`config.mk`:
```
export PLATFORM = sky130hd
export DESIGN_NAME = lr_expression_evaluator
export DESIGN_NICKNAME = d
export VERILOG_FILES = /design/src/hdl/lree_pkg.sv /design/src/hdl/lree_ctrl.sv /design/src/hdl/lree_datapath.sv /design/src/hdl/lr_expression_evaluator.sv
export SDC_FILE = /design/constraint.sdc
export NUM_CORES = 2
export LEC_CHECK = 0
export BUFFER_PORTS_ARGS = -buffer_cell sky130_fd_sc_hd__buf_2
export CELL_PAD_IN_SITES_DETAIL_PLACEMENT = 0
export CELL_PAD_IN_SITES_GLOBAL_PLACEMENT = 1
export CORE_MARGIN = 4
export CORE_UTILIZATION = 49
export CTS_CLUSTER_DIAMETER = 80
export DETAILED_ROUTE_END_ITERATION = 10
export GPL_TIMING_DRIVEN = 1
export PLACE_DENSITY = 0.74
export SLEW_MARGIN = 40
export SYNTH_ARGS = -nofsm -noshare
export SYNTH_HDL_FRONTEND = slang
export SYNTH_SLANG_ARGS = --single-unit
```
`constraint.sdc`:
```
create_clock -name aclk -period 7.4 [get_ports aclk]
set_input_delay 1.48 -clock aclk [delete_from_list [all_inputs] [get_ports aclk]]
set_output_delay 1.48 -clock aclk [all_outputs]
set_load 0.02 [all_outputs]
```
`src/hdl/lree_pkg.sv`:
```
// Shared types and constants for the LR expression evaluator.
`default_nettype none

package lree_pkg;

    // Stack sizing
    localparam int STACK_DEPTH = 32;
    localparam int PTR_W       = $clog2(STACK_DEPTH);

    // Token kinds
    localparam logic [2:0] TK_INT   = 3'd0;
    localparam logic [2:0] TK_PLUS  = 3'd1;
    localparam logic [2:0] TK_TIMES = 3'd2;
    localparam logic [2:0] TK_OPEN  = 3'd3;
    localparam logic [2:0] TK_CLOSE = 3'd4;
    localparam logic [2:0] TK_END   = 3'd5;

    // Result status codes
    localparam logic [1:0] ST_OK       = 2'd0;
    localparam logic [1:0] ST_SYNTAX   = 2'd1;
    localparam logic [1:0] ST_OVERFLOW = 2'd2;

    // Parse table states
    localparam logic [3:0] PS_START      = 4'd0;
    localparam logic [3:0] PS_EXPR       = 4'd1;
    localparam logic [3:0] PS_OPEN       = 4'd2;
    localparam logic [3:0] PS_INT        = 4'd3;
    localparam logic [3:0] PS_PLUS       = 4'd4;
    localparam logic [3:0] PS_TIMES      = 4'd5;
    localparam logic [3:0] PS_PAREN_EXPR = 4'd6;
    localparam logic [3:0] PS_SUM        = 4'd7;
    localparam logic [3:0] PS_PROD       = 4'd8;
    localparam logic [3:0] PS_CLOSE      = 4'd9;

    // Input and result payloads
    typedef struct packed {
        logic [2:0]         token_kind;
        logic signed [31:0] token_value;
    } token_t;

    typedef struct packed {
        logic [1:0]         status;
        logic signed [31:0] expr_value;
    } result_t;

    // Parser action for the current token and top state
    typedef enum logic [2:0] {
        ACT_SHIFT    = 3'd0,
        ACT_REDUCE   = 3'd1,
        ACT_ACCEPT   = 3'd2,
        ACT_OVERFLOW = 3'd3,
        ACT_ERROR    = 3'd4
    } action_t;

    // Controller to datapath commands
    typedef struct packed {
        logic       load;
        logic       shift;
        logic       read;
        logic       exec;
        logic       write;
        logic       finish;
        logic [1:0] fin_status;
    } ctrl_cmd_t;

    // Datapath to controller status
    typedef struct packed {
        action_t action;
        logic    goto_err;
        logic    out_free;
    } dp_status_t;

endpackage

`default_nettype wire

```
`src/hdl/lree_ctrl.sv`:
```
// Controller state machine that sequences shifts, reductions and results.
`default_nettype none

module lree_ctrl
    import lree_pkg::*;
(
    input  wire logic       aclk,
    input  wire logic       aresetn,
    input  wire logic       s_valid,
    output logic            s_ready,
    input  wire dp_status_t status,
    output ctrl_cmd_t       cmd
);

    typedef enum logic [3:0] {
        S_IDLE   = 4'b0001,
        S_DECIDE = 4'b0010,
        S_EXEC   = 4'b0100,
        S_WRITE  = 4'b1000
    } ctrl_state_t;

    ctrl_state_t state_reg, state_next;

    // State register
    always_ff @(posedge aclk) begin
        if (!aresetn) begin
            state_reg <= S_IDLE;
        end else begin
            state_reg <= state_next;
        end
    end

    // Next state and commands
    always_comb begin
        state_next     = state_reg;
        cmd            = '0;
        cmd.fin_status = ST_SYNTAX;
        s_ready        = 1'b0;
        case (state_reg)
            S_IDLE: begin
                s_ready = 1'b1;
                if (s_valid) begin
                    cmd.load   = 1'b1;
                    state_next = S_DECIDE;
                end
            end
            S_DECIDE: begin
                case (status.action)
                    ACT_SHIFT: begin
                        cmd.shift  = 1'b1;
                        state_next = S_IDLE;
                    end
                    ACT_REDUCE: begin
                        cmd.read   = 1'b1;
                        state_next = S_EXEC;
                    end
                    default: begin
                        // terminal action: wait for a free output slot
                        if (status.action == ACT_ACCEPT) begin
                            cmd.fin_status = ST_OK;
                        end else if (status.action == ACT_OVERFLOW) begin
                            cmd.fin_status = ST_OVERFLOW;
                        end
                        if (status.out_free) begin
                            cmd.finish = 1'b1;
                            state_next = S_IDLE;
                        end
                    end
                endcase
            end
            S_EXEC: begin
                cmd.exec   = 1'b1;
                state_next = S_WRITE;
            end
            S_WRITE: begin
                if (status.goto_err) begin
                    if (status.out_free) begin
                        cmd.finish = 1'b1;
                        state_next = S_IDLE;
                    end
                end else begin
                    cmd.write  = 1'b1;
                    state_next = S_DECIDE;
                end
            end
            default: begin
                state_next = S_IDLE;
            end
        endcase
    end

endmodule

`default_nettype wire

```
`src/hdl/lree_datapath.sv`:
```
// Parse stack memories, top-of-stack registers, reduce unit and result register.
`default_nettype none

module lree_datapath
    import lree_pkg::*;
(
    input  wire logic      aclk,
    input  wire logic      aresetn,
    input  wire token_t    s_data,
    input  wire ctrl_cmd_t cmd,
    output dp_status_t     status,
    output logic           m_valid,
    input  wire logic      m_ready,
    output result_t        m_data
);

    localparam logic [PTR_W-1:0] TOP_MAX = PTR_W'(STACK_DEPTH - 1);
    localparam logic [PTR_W-1:0] PTR_ONE = PTR_W'(1);
    localparam logic [PTR_W-1:0] PTR_TWO = PTR_W'(2);
    localparam logic [PTR_W-1:0] PTR_THR = PTR_W'(3);

    // Stack memories; entry 0 is never written, and a read of it is replaced by the start state
    logic [3:0]  state_mem [STACK_DEPTH];
    logic [31:0] value_mem [STACK_DEPTH];

    // Current token
    logic [2:0]  kind_reg;
    logic [31:0] tval_reg;

    // Top of stack, cached
    logic [PTR_W-1:0] top_reg;
    logic [3:0]       tstate_reg;
    logic [31:0]      topval_reg;

    // Reduce pipeline
    logic [3:0]       op_reg;
    logic [3:0]       srd_reg;
    logic [31:0]      vrd_reg;
    logic             sbot_reg;
    logic [PTR_W-1:0] saddr_reg;
    logic [31:0]      rval_reg;
    logic [3:0]       goto_reg;
    logic             gerr_reg;
    logic [PTR_W-1:0] ntop_reg;

    // Result register
    logic    out_valid_reg;
    result_t out_data_reg;

    action_t          action;
    logic [3:0]       shift_st;
    logic             shift_ok;
    logic             reduce_ok;
    logic [PTR_W-1:0] saddr;
    logic [PTR_W-1:0] vaddr;
    logic [31:0]      rval;
    logic [3:0]       exposed_st;
    logic [3:0]       goto_st;
    logic             goto_bad;
    logic             mem_we;
    logic [PTR_W-1:0] waddr;
    logic [3:0]       wstate;
    logic [31:0]      wvalue;
    logic             ops_kind;

    // Parse table lookup on the top state and token
    always_comb begin
        shift_ok  = 1'b0;
        reduce_ok = 1'b0;
        shift_st  = PS_START;
        action    = ACT_ERROR;
        ops_kind  = (kind_reg == TK_PLUS) || (kind_reg == TK_TIMES) ||
                    (kind_reg == TK_CLOSE) || (kind_reg == TK_END);
        case (tstate_reg)
            PS_START, PS_OPEN, PS_PLUS, PS_TIMES: begin
                if (kind_reg == TK_INT) begin
                    shift_ok = 1'b1;
                    shift_st = PS_INT;
                end else if (kind_reg == TK_OPEN) begin
                    shift_ok = 1'b1;
                    shift_st = PS_OPEN;
                end
            end
            PS_EXPR: begin
                if (kind_reg == TK_PLUS) begin
                    shift_ok = 1'b1;
                    shift_st = PS_PLUS;
                end else if (kind_reg == TK_TIMES) begin
                    shift_ok = 1'b1;
                    shift_st = PS_TIMES;
                end else if (kind_reg == TK_END) begin
                    action = ACT_ACCEPT;
                end
            end
            PS_PAREN_EXPR: begin
                if (kind_reg == TK_PLUS) begin
                    shift_ok = 1'b1;
                    shift_st = PS_PLUS;
                end else if (kind_reg == TK_TIMES) begin
                    shift_ok = 1'b1;
                    shift_st = PS_TIMES;
                end else if (kind_reg == TK_CLOSE) begin
                    shift_ok = 1'b1;
                    shift_st = PS_CLOSE;
                end
            end
            PS_INT: begin
                reduce_ok = ops_kind && (top_reg != '0);
            end
            PS_SUM: begin
                if (kind_reg == TK_TIMES) begin
                    shift_ok = 1'b1;
                    shift_st = PS_TIMES;
                end else begin
                    reduce_ok = ops_kind && (top_reg >= PTR_THR);
                end
            end
            PS_PROD, PS_CLOSE: begin
                reduce_ok = ops_kind && (top_reg >= PTR_THR);
            end
            default: begin
                reduce_ok = 1'b0;
            end
        endcase
        if (shift_ok) begin
            action = (top_reg == TOP_MAX) ? ACT_OVERFLOW : ACT_SHIFT;
        end else if (reduce_ok) begin
            action = ACT_REDUCE;
        end
    end

    // Read addresses for a reduction
    always_comb begin
        if (tstate_reg == PS_INT) begin
            saddr = top_reg - PTR_ONE;
            vaddr = top_reg;
        end else if (tstate_reg == PS_CLOSE) begin
            saddr = top_reg - PTR_THR;
            vaddr = top_reg - PTR_ONE;
        end else begin
            saddr = top_reg - PTR_THR;
            vaddr = top_reg - PTR_TWO;
        end
    end

    // Reduce value and goto on the exposed state
    always_comb begin
        case (op_reg)
            PS_SUM:   rval = vrd_reg + topval_reg;
            PS_PROD:  rval = 32'(vrd_reg * topval_reg);
            PS_CLOSE: rval = vrd_reg;
            default:  rval = topval_reg;
        endcase
        exposed_st = sbot_reg ? PS_START : srd_reg;
        goto_bad   = 1'b0;
        case (exposed_st)
            PS_START: goto_st = PS_EXPR;
            PS_OPEN:  goto_st = PS_PAREN_EXPR;
            PS_PLUS:  goto_st = PS_SUM;
            PS_TIMES: goto_st = PS_PROD;
            default: begin
                goto_st  = PS_START;
                goto_bad = 1'b1;
            end
        endcase
    end

    // Stack write port: shift pushes, reduction replaces the handle
    always_comb begin
        mem_we = cmd.shift || cmd.write;
        if (cmd.shift) begin
            waddr  = top_reg + PTR_ONE;
            wstate = shift_st;
            wvalue = (kind_reg == TK_INT) ? tval_reg : 32'd0;
        end else begin
            waddr  = ntop_reg;
            wstate = goto_reg;
            wvalue = rval_reg;
        end
    end

    // Stack memories
    always_ff @(posedge aclk) begin
        if (mem_we) begin
            state_mem[waddr] <= wstate;
            value_mem[waddr] <= wvalue;
        end
        if (cmd.read) begin
            srd_reg <= state_mem[saddr];
            vrd_reg <= value_mem[vaddr];
        end
    end

    // Control state
    always_ff @(posedge aclk) begin
        if (!aresetn) begin
            top_reg       <= '0;
            tstate_reg    <= PS_START;
            topval_reg    <= '0;
            out_valid_reg <= 1'b0;
        end else begin
            if (cmd.finish) begin
                top_reg    <= '0;
                tstate_reg <= PS_START;
                topval_reg <= '0;
            end else if (cmd.shift) begin
                top_reg    <= waddr;
                tstate_reg <= wstate;
                topval_reg <= wvalue;
            end else if (cmd.write) begin
                top_reg    <= ntop_reg;
                tstate_reg <= goto_reg;
                topval_reg <= rval_reg;
            end
            if (cmd.finish) begin
                out_valid_reg <= 1'b1;
            end else if (m_ready) begin
                out_valid_reg <= 1'b0;
            end
        end
    end

    // Payload registers
    always_ff @(posedge aclk) begin
        if (cmd.load) begin
            kind_reg <= s_data.token_kind;
            tval_reg <= s_data.token_value;
        end
        if (cmd.read) begin
            op_reg    <= tstate_reg;
            sbot_reg  <= (saddr == '0);
            saddr_reg <= saddr;
        end
        if (cmd.exec) begin
            rval_reg <= rval;
            goto_reg <= goto_st;
            gerr_reg <= goto_bad;
            ntop_reg <= saddr_reg + PTR_ONE;
        end
        if (cmd.finish) begin
            out_data_reg.status     <= cmd.fin_status;
            out_data_reg.expr_value <= (cmd.fin_status == ST_OK) ? topval_reg : 32'd0;
        end
    end

    assign status.action   = action;
    assign status.goto_err = gerr_reg;
    assign status.out_free = !out_valid_reg || m_ready;
    assign m_valid         = out_valid_reg;
    assign m_data          = out_data_reg;

endmodule

`default_nettype wire

```
`src/hdl/lr_expression_evaluator.sv`:
```
// Top level of the LR expression evaluator.
//
// Tokens enter on the s_ channel (s_valid/s_ready, payload s_data of type token_t),
// one request per token. Results leave on the m_ channel (m_valid/m_ready, payload
// m_data of type result_t): one result per expression, on the end token, on the
// first rejected token (syntax error) or on a shift into a full stack (overflow).
// Tokens that cause no result produce nothing on m_.
// A token that is shifted is taken in the idle state and shifted in the decide state; each
// reduction it triggers adds a stack read, a reduce/multiply and a stack write. A result is
// registered and shows on m_ in the cycle after the decision. The token rate is set by the
// single-port stack memories and the sequencer that walks one table step at a time.
// After reset the stack holds only the start state and no result is pending. A
// stalled receiver holds the result in the output register; the next token is
// still taken and parsed, and the block waits only when it needs to post a new
// result while the old one is not yet taken. After any result the stack clears.
`default_nettype none

module lr_expression_evaluator
    import lree_pkg::*;
(
    input  wire logic    aclk,
    input  wire logic    aresetn,
    input  wire logic    s_valid,
    output logic         s_ready,
    input  wire token_t  s_data,
    output logic         m_valid,
    input  wire logic    m_ready,
    output result_t      m_data
);

    ctrl_cmd_t  cmd;
    dp_status_t status;

    lree_ctrl u_ctrl (
        .aclk    (aclk),
        .aresetn (aresetn),
        .s_valid (s_valid),
        .s_ready (s_ready),
        .status  (status),
        .cmd     (cmd)
    );

    lree_datapath u_datapath (
        .aclk    (aclk),
        .aresetn (aresetn),
        .s_data  (s_data),
        .cmd     (cmd),
        .status  (status),
        .m_valid (m_valid),
        .m_ready (m_ready),
        .m_data  (m_data)
    );

endmodule

`default_nettype wire

```
==> reports/qor.log <==
[status] run status complete, no violations
[global_route] first-pass GRT wire length 281000 um
[place] count of placed standard cells including taps 6610
[synth] Avg Cell Area, Syn 15.2 um2
[critical_path] length in cells of the worst reg-to-reg path 26
[synth] count of flip-flops with a built-in enable after synthesis 1308
[pwr] total power of the final layout 15800 uW
[sta] worst slack on hold paths 461 ps
[clock_network] total number of clock tree sinks 1354
[critical_path] kind of end point of the critical path flop
[critical_path] Req. time, crit path 7920 ps
[finish] fraction of final layout cells with drive strength greater than 1 22.1%
[floorplanning] std cell rows 138
[sta] max frequency 0.138 GHz
[sta] Least-Margin Pin Slew 886 ps
[detailed_routing] Avg WL per Cell 27.9 um
[clock_network] number of buffers between clock root and the deepest sink 3
[finish] most frequent cells in the layout sky130_fd_sc_hd__edfxtp_1 (1308), sky130_fd_sc_hd__nand2_1 (420), sky130_fd_sc_hd__inv_1 (397), sky130_fd_sc_hd__fa_1 (387), sky130_fd_sc_hd__and2_1 (333)
[synth] share of synthesized cell area in and, or, nand and nor gates 7.45%
[synth] main flop type after synthesis sky130_fd_sc_hd__edfxtp_1
[synth] count of distinct cell types in the synthesized netlist 84
[global_route] largest net degree at the start of global routing 103
[sta] setup_tns 0 ps
[detailed_routing] number of vias in the routed layout 40100
[critical_path] setup slack of the most critical reg-to-reg path 140 ps
[critical_path] critical setup path kind flop to flop
[detailed_routing] antenna-violating nets left 0
[critical_path] Arr. time, crit path 7780 ps
[place] number of input and output port buffers inserted 74
[synth] share of synthesized flip-flops with an asynchronous set or reset 0%
[synth] adder-cell share of the synthesized area 14.6%
[floorplanning] top-level I/O count 75
[detailed_routing] total detailed-routing wirelength 192000 um
[run] number of max-capacitance violations reported 0
[global_route] antenna violations before repair 10
[place] Detail Placement HPWL 127000 um
[min_path] hold wc startpoint u_datapath.topval_reg[22]$_SDFFE_PP0P_
[floorplanning] core box area 142000 um2
[detailed_routing] number of remaining DRC errors 0
[clock_network] maximum level of the CTS H-tree 4
[critical_path] sort of element at the start of the critical path flop
[clock_network] CTS root buf sky130_fd_sc_hd__clkbuf_16
[sta] count of final max-slew check failures 0
[detailed_routing] vias per cell 5.80
[detailed_routing] number of iterations in the first detailed-routing pass 5
[finish] Reg with most FFs u_datapath.value_mem
[sta] fin crit period 7260 ps
[sta] Final Cycle Share 98.2%
[global_route] Tot GR Track Use 26.1%
[synth] cell area after technology mapping 70100 um2
[sta] Hold Fails Final Rpt 0
[sta] final-report setup violation count 0
[finish] Total Nets Final 5507
[critical_path] Crit Reg-Reg Startpoint u_datapath.vrd_reg[6]$_DFFE_PP_
[detailed_routing] initial drt markers 3991
[clock_network] clock slew at the register clock pins of the worst setup and hold paths 60 ps
[critical_path] cell occurring most often along the worst timing path sky130_fd_sc_hd__fa_1
[floorplanning] Die Outline Area 149000 um2
[floorplanning] Die Height 386 um
[synth] XOR/XNOR share of the synthesized area 1.60%
[synth] yosys synthesis warning count 0
[synth] Cells after Synth 4622
[sta] headroom to the max-slew limit 40.6%
[sta] worst-case clock skew 51.2 ps
[critical_path] maximum net fanout on the critical path 6
[global_route] number of global-route vias before repair 41300
[finish] number of flip-flops in the largest register 1024
[synth] dominant combinational cell family by area after synthesis adder cells
[pwr] leakage power figure 0.0289 uW
[place] last weighted congestion value of the routability-driven placer 0.956
[min_path] Hold Path Class flop to flop
[critical_path] number of buffer and inverter instances along the worst setup path 7
[clock_network] TritonCTS clock tree yes
[finish] most frequent standard cell in the layout excluding fill and tap cells sky130_fd_sc_hd__edfxtp_1
[min_path] hold worst-path end u_datapath.topval_reg[22]$_SDFFE_PP0P_
[synth] share of cell area taken by muxes after synthesis 11.6%
[synth] share of the yosys chip area belonging to registers 57.4%
[critical_path] largest stage delay on the critical path 560 ps
[finish] synthesis-to-finish area growth 14.2%
[finish] number of fillers in the final layout 11100
[clock_network] number of buffers created by CTS 142
[pwr] power density over the cells 197 nW/um2
[clock_network] Clock Latency Late Sink 780 ps
[floorplanning] starting utilization of the core area 49.4%
[global_route] leftover overflow at the end of global routing 0
[synth] Synth Net Count 5232
[pwr] Peak VDD IR 0.215 mV
[critical_path] critical path's slowest cell sky130_fd_sc_hd__fa_1
[min_path] cell count of the worst hold path 2
[critical_path] largest delay contributor family on the critical path adder cells
[finish] final core utilization 56.5%
[finish] non-filler cells, final 6904
[sta] unrepaired setup endpoints after global routing true
[floorplanning] die width 386 um
[critical_path] endpoint of the worst-slack reg-to-reg timing path u_datapath.rval_reg[31]$_DFFE_PP_
[synth] area fraction in compound gates after synthesis 3.62%
[clock_network] count of hold-fix buffers inserted at cts 0
[synth] number of storage elements in the synthesis netlist 1354
[Yosys cell counts (59+ instances only)]
cell | instances | area (um2)
sky130_fd_sc_hd__mux4_2 | 288 | 6490
sky130_fd_sc_hd__a21oi_1 | 134 | 671
sky130_fd_sc_hd__nand2_1 | 454 | 1700
sky130_fd_sc_hd__ha_1 | 162 | 2030
sky130_fd_sc_hd__edfxtp_1 | 1308 | 39300
sky130_fd_sc_hd__mux2_2 | 65 | 732
sky130_fd_sc_hd__mux2i_1 | 88 | 881
sky130_fd_sc_hd__buf_2 | 59 | 295
sky130_fd_sc_hd__nor2_1 | 124 | 465
sky130_fd_sc_hd__clkbuf_1 | 152 | 571
sky130_fd_sc_hd__xnor2_1 | 86 | 753
sky130_fd_sc_hd__inv_1 | 407 | 1530
sky130_fd_sc_hd__and2_1 | 338 | 2110
sky130_fd_sc_hd__fa_1 | 409 | 8190
sky130_fd_sc_hd__nand3_1 | 59 | 295
[cell families after synthesis]
logic type / Yosys count
flip-flops: 1354
AO/OA/AOI/OAI: 403
adder cells (fa/ha/maj): 571
multiplexers: 441
XOR/XNOR: 125
buffers and inverters: 656
AND/OR/NAND/NOR: 1072
[repair_timing]
item	CTS	global route
pin swaps	0	61
gates resized for setup	1	96
setup buffers	0	30
gates cloned	0	1
setup endpoints to repair	2	14
[metal layers]
metal	GRT usage [%]	wire length (um)	vias up
li1	-	-	17200
met4	9.28	7630	0
met5	0	0	-
met2	42.9	93600	1553
met3	4.00	13900	313
met1	35.8	77400	21000
[per-stage QoR]
| step | setup slack, ps | area [um2] |
|---|---|---|
| final | 137 | 80000 |
| after global routing | -118 | 80000 |
| after CTS | 2.87 | 79400 |
| after detailed placement | -13.2 | 74700 |
| after global placement | -33.5 | 74200 |
| after floorplan | 244 | 70100 |
[worst max path at each step]
stage / end / depth (start not counted) / start / slack (ps)
floorplan: u_datapath.rval_reg[31]$_DFFE_PP_ / 24 / u_datapath.vrd_reg[13]$_DFFE_PP_ / 240
global placement: u_datapath.rval_reg[31]$_DFFE_PP_ / 22 / u_datapath.topval_reg[7]$_SDFFE_PP0P_ / -30
detailed placement: u_datapath.rval_reg[21]$_DFFE_PP_ / 24 / u_datapath.topval_reg[7]$_SDFFE_PP0P_ / -10
CTS: u_datapath.rval_reg[31]$_DFFE_PP_ / 22 / u_datapath.vrd_reg[20]$_DFFE_PP_ / 3
global route: u_datapath.rval_reg[31]$_DFFE_PP_ / 26 / u_datapath.vrd_reg[6]$_DFFE_PP_ / -120
finish: u_datapath.rval_reg[31]$_DFFE_PP_ / 26 / u_datapath.vrd_reg[6]$_DFFE_PP_ / 140
[worst register-to-register path: cells and delay by family (launching register included)]
family / cells / cell delay (ps)
fa+ha+maj: 8 / 3900
xor+xnor: 7 / 1300
buf+inv: 7 / 760
compound gates: 3 / 470
flops: 1 / 440
simple gates: 1 / 150
[area by class of cell]
type / count / area, um2 / area share [%]
Sequential cell: 1354 / 40200 / 50.2
Inverter: 409 / 1540 / 1.92
Timing Repair Buffer: 378 / 3290 / 4.11
Clock buffer: 190 / 3840 / 4.80
Multi-Input combinational cell: 2612 / 28000 / 34.9
Clock inverter: 69 / 825 / 1.03
Antenna cell: 2 / 5.00 / 0.00625
Tap cell: 1890 / 2360 / 2.95
[power breakdown]
part / internal, uW / switching (uW)
Combinational: 123 / 197
Sequential: 8310 / 18.5
Clock: 4110 / 3030
No activity file was read; power rests on OpenSTA's default activity.
